--- config.mk ---
export PLATFORM = sky130hd
export DESIGN_NAME = rft_cell
export DESIGN_NICKNAME = d
export VERILOG_FILES = /design/src/rtl/rft_pkg.sv /design/src/rtl/rft_cell.sv
export SDC_FILE = /design/constraint.sdc
export NUM_CORES = 1
export LEC_CHECK = 0
export BUFFER_PORTS_ARGS = -buffer_cell sky130_fd_sc_hd__buf_4
export CAP_MARGIN = 20
export CORE_AREA = 2 2 193 195
export CTS_BUF_LIST = sky130_fd_sc_hd__clkbuf_4 sky130_fd_sc_hd__clkbuf_8
export CTS_CLUSTER_DIAMETER = 40
export CTS_CLUSTER_SIZE = 24
export DETAILED_ROUTE_END_ITERATION = 10
export DIE_AREA = 0 0 195 197
export SLEW_MARGIN = 20
export SYNTH_ARGS = -nofsm -noshare
export SYNTH_HDL_FRONTEND = slang
export SYNTH_SLANG_ARGS = --single-unit
--- constraint.sdc ---
create_clock -name clk -period 4.1 [get_ports clk]
set_input_delay 0.205 -clock clk [delete_from_list [all_inputs] [get_ports clk]]
set_output_delay 0.205 -clock clk [all_outputs]
set_load 0.02 [all_outputs]
--- src/rtl/rft_pkg.sv ---
`default_nettype none
package rft_pkg;
    localparam int TableDepth = 64;
    localparam int OffsetBits = 48;

    localparam logic [1:0] MODE_CLEAR = 2'd0;
    localparam logic [1:0] MODE_LOAD  = 2'd1;
    localparam logic [1:0] MODE_QUERY = 2'd2;

    localparam logic [2:0] ST_LOADED  = 3'd0;
    localparam logic [2:0] ST_INVALID = 3'd1;
    localparam logic [2:0] ST_FULL    = 3'd2;
    localparam logic [2:0] ST_OVERLAP = 3'd3;
    localparam logic [2:0] ST_HIT     = 3'd4;
    localparam logic [2:0] ST_STRADDLE = 3'd5;
    localparam logic [2:0] ST_MISS    = 3'd6;
    localparam logic [2:0] ST_OUTSIDE = 3'd7;

    localparam logic [1:0] CLS_PRIMARY = 2'd0;
    localparam logic [1:0] CLS_RAM     = 2'd1;
    localparam logic [1:0] CLS_VRAM    = 2'd2;
    localparam logic [1:0] CLS_TAIL    = 2'd3;
    localparam logic [2:0] NO_CLASS    = 3'd4;

    localparam logic [1:0] BK_PRIMARY = 2'd0;
    localparam logic [1:0] BK_PRELOAD = 2'd1;
    localparam logic [1:0] BK_TAIL    = 2'd2;
    localparam logic [1:0] BK_RAM     = 2'd3;

    localparam logic [2:0] REG_VRAM_RAM = 3'd0;
    localparam logic [2:0] REG_SRC_SIZE = 3'd1;
    localparam logic [2:0] REG_TLIMIT   = 3'd2;
    localparam logic [2:0] REG_PRE_SIZE = 3'd3;
    localparam logic [2:0] REG_TAIL_SIZE = 3'd4;
    localparam logic [2:0] REG_PRI_SIZE = 3'd5;
endpackage
`default_nettype wire

--- src/rtl/rft_cell.sv ---
`default_nettype none
// One table slot. Compares its entry against the broadcast key and shifts
// up from the lower neighbor on insert.
module rft_cell
    import rft_pkg::*;
#(
    parameter int OFS_W = OffsetBits
)(
    input  wire logic             clk,
    input  wire logic             occupied,
    input  wire logic             shift_en,
    input  wire logic             write_en,
    input  wire logic [OFS_W-1:0] prev_start,
    input  wire logic [OFS_W-1:0] prev_length,
    input  wire logic [OFS_W-1:0] prev_shard,
    input  wire logic [1:0]       prev_cls,
    input  wire logic [15:0]      prev_tensor,
    input  wire logic [OFS_W-1:0] key_start,
    input  wire logic [OFS_W-1:0] key_length,
    input  wire logic [OFS_W-1:0] key_shard,
    input  wire logic [1:0]       key_cls,
    input  wire logic [15:0]      key_tensor,
    output logic [OFS_W-1:0]      start,
    output logic [OFS_W-1:0]      length,
    output logic [OFS_W-1:0]      shard,
    output logic [1:0]            cls,
    output logic [15:0]           tensor,
    output logic                  below_key,
    output logic                  contains_key
);
    logic [OFS_W-1:0] start_reg, length_reg, shard_reg;
    logic [1:0]       cls_reg;
    logic [15:0]      tensor_reg;
    logic [OFS_W-1:0] diff;

    always_ff @(posedge clk)
    begin
        if (write_en)
        begin
            start_reg  <= key_start;
            length_reg <= key_length;
            shard_reg  <= key_shard;
            cls_reg    <= key_cls;
            tensor_reg <= key_tensor;
        end
        else if (shift_en)
        begin
            start_reg  <= prev_start;
            length_reg <= prev_length;
            shard_reg  <= prev_shard;
            cls_reg    <= prev_cls;
            tensor_reg <= prev_tensor;
        end
    end

    assign diff         = key_start - start_reg;
    assign below_key    = occupied && (start_reg < key_start);
    assign contains_key = occupied && (key_start >= start_reg) && (diff < length_reg);
    assign start  = start_reg;
    assign length = length_reg;
    assign shard  = shard_reg;
    assign cls    = cls_reg;
    assign tensor = tensor_reg;
endmodule
`default_nettype wire

### Word level (Yosys, flattened, before mapping)

Index checks and enable logic that the tools add are counted.

* bits in registers: 162
* logic and storage cells: 23
* output and inout port bits: 164
* bits of input ports: 328

* reductions and logical operators: 4
* multiplexer cells: 10
* order comparisons: 3
* $add $sub $neg: 1

Operator list (count)
* $mux W48: 6
* $lt A48 B48 Y1: 2
* $ge A48 B48 Y1: 1
* $sub A48 B48 Y48: 1
* $mux W16: 2
* $mux W2: 2
* $logic_and A1 B1 Y1: 3
* $reduce_bool A2 Y1: 1

### Longest topological paths before layout

* depth in word-level cells: 3
* gate-level depth with buffers: 20
* mapped depth without buffers: 20

### Worst setup path after synthesis

No wires, ideal clock.

* kind: flip-flop to output port
* start: register start_reg[0], in the netlist start[0]
* end: output port contains_key
* stages on the path, launching flop included: 20
* setup slack: 0.184 ns
* data arrival time: 3.711 ns
* data required time: 3.895 ns
* path buffers: 0
* cell sequence: edfxtp_1 -> ha_1 -> inv_1 -> fa_1 -> a21o_1 -> a221oi_2 -> nor2b_1 -> o21a_1 -> o21ai_1 -> nand2b_1 -> a21oi_1 -> xnor2_1 -> ha_1 -> a21oi_1 -> nor2b_1 -> o21ai_0 -> a211oi_1 -> o311ai_0 -> a21oi_1 -> a211oi_2

* cells in the longest elaborated chain, start to end: 3
* elaborated cells on any way between the ends: 5
* those cells by class: add/sub (1); order compare (2); reduce/logical (2)

RTL lines
* from (decl): line rft_cell.sv:31 `logic [OFS_W-1:0] start_reg, length_reg, shard_reg;`
* from (signal assigned): line rft_cell.sv:40 `start_reg <= key_start;`
* from (signal assigned): line rft_cell.sv:48 `start_reg <= prev_start;`
* $sub A48 B48 Y48 / $ge A48 B48 Y1 (equally long branches): line rft_cell.sv:56, rft_cell.sv:58
* $lt A48 B48 Y1 / $logic_and A1 B1 Y1 (equally long branches): line rft_cell.sv:58 `assign contains_key = occupied && (key_start >= start_reg) && (diff < length_reg);`
* $logic_and A1 B1 Y1 *: line rft_cell.sv:58
* to (decl): line rft_cell.sv:29 `output logic contains_key`

Mark *: on every way between the ends. The rest lies on a longest branch, timed or not.

### Worst setup path in the final report

Ends and elaborated chain as after synthesis.

==> metrics.cfg <==
[outcome]
violations=negative setup slack
outcome=complete, but fails checks

[sta]
period_needed_ns=4.54
rsz0062_at_grt=yes
setup_viol=1
drv_slew=0
relSlewSlack=0.439
finalCritPeriodShare=1.11
fmax_mhz=220
timing.hold.ws_ns=0.0439
setup_ws_ns=-0.442
tightest_slew_ns=0.842
hold_viol_final=0

[clock_tree]
clkSinkCount=162
cts_buffers=17
cts_tree=built
cts-root-buf=clkbuf_8
clk_path_buf_depth=2
htreeDepth=4
clk_pin_slew_worst_paths_ns=0.10

[floorplanning]
rows=70
dieArea_um2=38400
start_util=0.303
fp.dieW_um=195
core_um2=36300
ios=492
fp.dieH_um=197

[finish]
nNetsFinal=2205
utilization=0.524
area.sequential_um2=4860
multi_input_area_um2=5690
areaGrowthSynthToFinish_pct=73.1
n_antenna_cell=0
postLayoutCellArea_um2=19000
layout-drive-gt1-share=0.422
n_fill_cell=3167

[synth]
synth-seq-cells=162
synth_cell_types=66
yosys_warnings=0
synth_edf_count=162
synth_fp_nets=1376
syn_inst=952
seq_area_frac_synth=0.443
synthArstFlopShare=0
syn-cell-area_um2=11000
avgSynthCellArea_um2=11.5
ys.flop_type=edfxtp_1

[worst_setup_path]
arrival_ns=4.34
setup.worst_path.end_class=primary output
worstSetupEndpoint=contains_key
cp-startpoint=start[0]
startpoint_type=register
path_max_fanout=4
path_class=reg -> out
required_ns=3.89

[pwr]
p_leak_nw=8.68
power_density_nw_per_um2=316
max-vdd-ir-drop_uv=203
finalPower_w=0.00601

[routing]
via_per_inst=4.70
ant_nets=0
drtIter0Drc=560
via_count=10600
wl_per_cell_um=18.4
dr.pass1.iters=5
routed_wl_mm=41.7
drcViolationCount=0

[hold_path]
hold_class=in -> reg

[placement]
portBuffers=491
post-place-ws_ns=-0.157
gp_congestion=0.880
dp_hpwl_mm=31.2
placed_area_um2=15400

[global_routing]
grt.total_usage=0.211
grt_pass1_wl_mm=62.0
grt_max_degree=114
antenna_found_initial=0
first_global_vias=11100
overflow=0

[flow_run]
cap_violations=0

-- cell type report --
class,count,share of cell area
timing repair buffer,841,0.374
multi-input combinational,656,0.299
sequential,162,0.256
tap,468,0.0308
inverter,103,0.0203
clock buffer,18,0.0127
clock inverter,14,0.00678
-- cells in the final DEF (no fill, tap or decap), types with 13 or more instances in the layout --
master	instances
o21ai_0	20
buf_4	529
clkbuf_8	17
nand2_1	36
ha_1	95
dlygate4sd3_1	309
xnor2_1	31
a21o_1	46
mux2_2	163
nand4_1	21
nor2_1	33
edfxtp_1	162
inv_1	102
a21oi_1	54
xor2_1	13
-- worst max-delay path, cell delays in order (launching register included) --
cell	delay, ns
edfxtp_1	0.36
ha_1	0.16
inv_1	0.06
fa_2	0.34
a21o_1	0.21
a221oi_2	0.30
buf_4	0.17
nand4b_4	0.16
a211oi_4	0.08
o31ai_2	0.17
buf_4	0.16
nand3_2	0.12
mux2i_1	0.16
nor4_1	0.29
ha_1	0.29
nor2b_1	0.13
o21ai_0	0.16
o2111ai_1	0.15
a211oi_2	0.15
buf_4	0.19
-- layer usage --
metal / part of all wire / vias up / GRT usage
li1: - / 5184 / -
met1: 0.39 / 5029 / 0.233
met2: 0.53 / 360 / 0.396
met3: 0.057 / 56 / 0.0541
met4: 0.024 / 0 / 0.0662
met5: 0 / - / 0
-- logic make-up after synthesis --
| logic type | Yosys count | share of synthesized area |
|---|---|---|
| AOI/OAI and AO/OA | 197 | 0.122 |
| muxes | 164 | 0.168 |
| DFF | 162 | 0.443 |
| and+or+nand+nor | 155 | 0.0747 |
| buffers and inverters | 134 | 0.0467 |
| adders and majority gates | 96 | 0.110 |
| xor gates and xnor gates | 44 | 0.0351 |
-- worst min path at each step --
| stage | start | endpoint | slack (ns) | cells past startpoint |
|---|---|---|---|---|
| 3_3_place_gp | key_tensor[1] | tensor[1] | 0.51 | 2 |
| 5_1_grt | prev_length[26] | length[26] | 0.002 | 2 |
| 2_1_floorplan | prev_length[47] | length[47] | 0.42 | 1 |
| 4_1_cts | key_start[21] | start[21] | 0.0005 | 2 |
| 6_report | key_length[26] | length[26] | 0.04 | 2 |
| 3_5_place_dp | prev_shard[21] | shard[21] | 0.51 | 2 |
-- synthesized netlist by cell type, drive strengths merged, types with 8 or more instances --
cell	instances	area, um^2
nor2	34	128
ha	95	1190
clkbuf	28	105
nor3	13	75.1
mux2	163	1840
nand4	21	131
nand3	10	55.1
o21ai	30	150
a21o	46	345
nor2b	9	56.3
a21oi	62	325
edfxtp	162	4860
inv	103	387
o21a	8	60.1
nand2b	9	56.3
nand2	36	135
xnor2	31	272
xor2	13	114
-- power by group --
group	internal, W	switching [W]
Sequential	0.00204	0.0000889
Clock	0.000494	0.000706
Combinational	0.00137	0.00131
-- what timing repair did --
action,4_1_cts,5_1_grt
hold buffers,299,10
endpoints found under the setup margin,1,1
pin swaps,7,13
setup buffers,1,4
hold endpoints to repair,154,7
gates resized for setup,6,11
-- metrics by stage --
stage               setup TNS (ns)  cells
floorplan                        0    952
global placement            -0.107   1916
detailed placement          -0.157   1916
CTS                         -0.613   2248
global route                -0.755   2262
finish                      -0.442   2262
No activity file was read; power rests on OpenSTA's default activity.
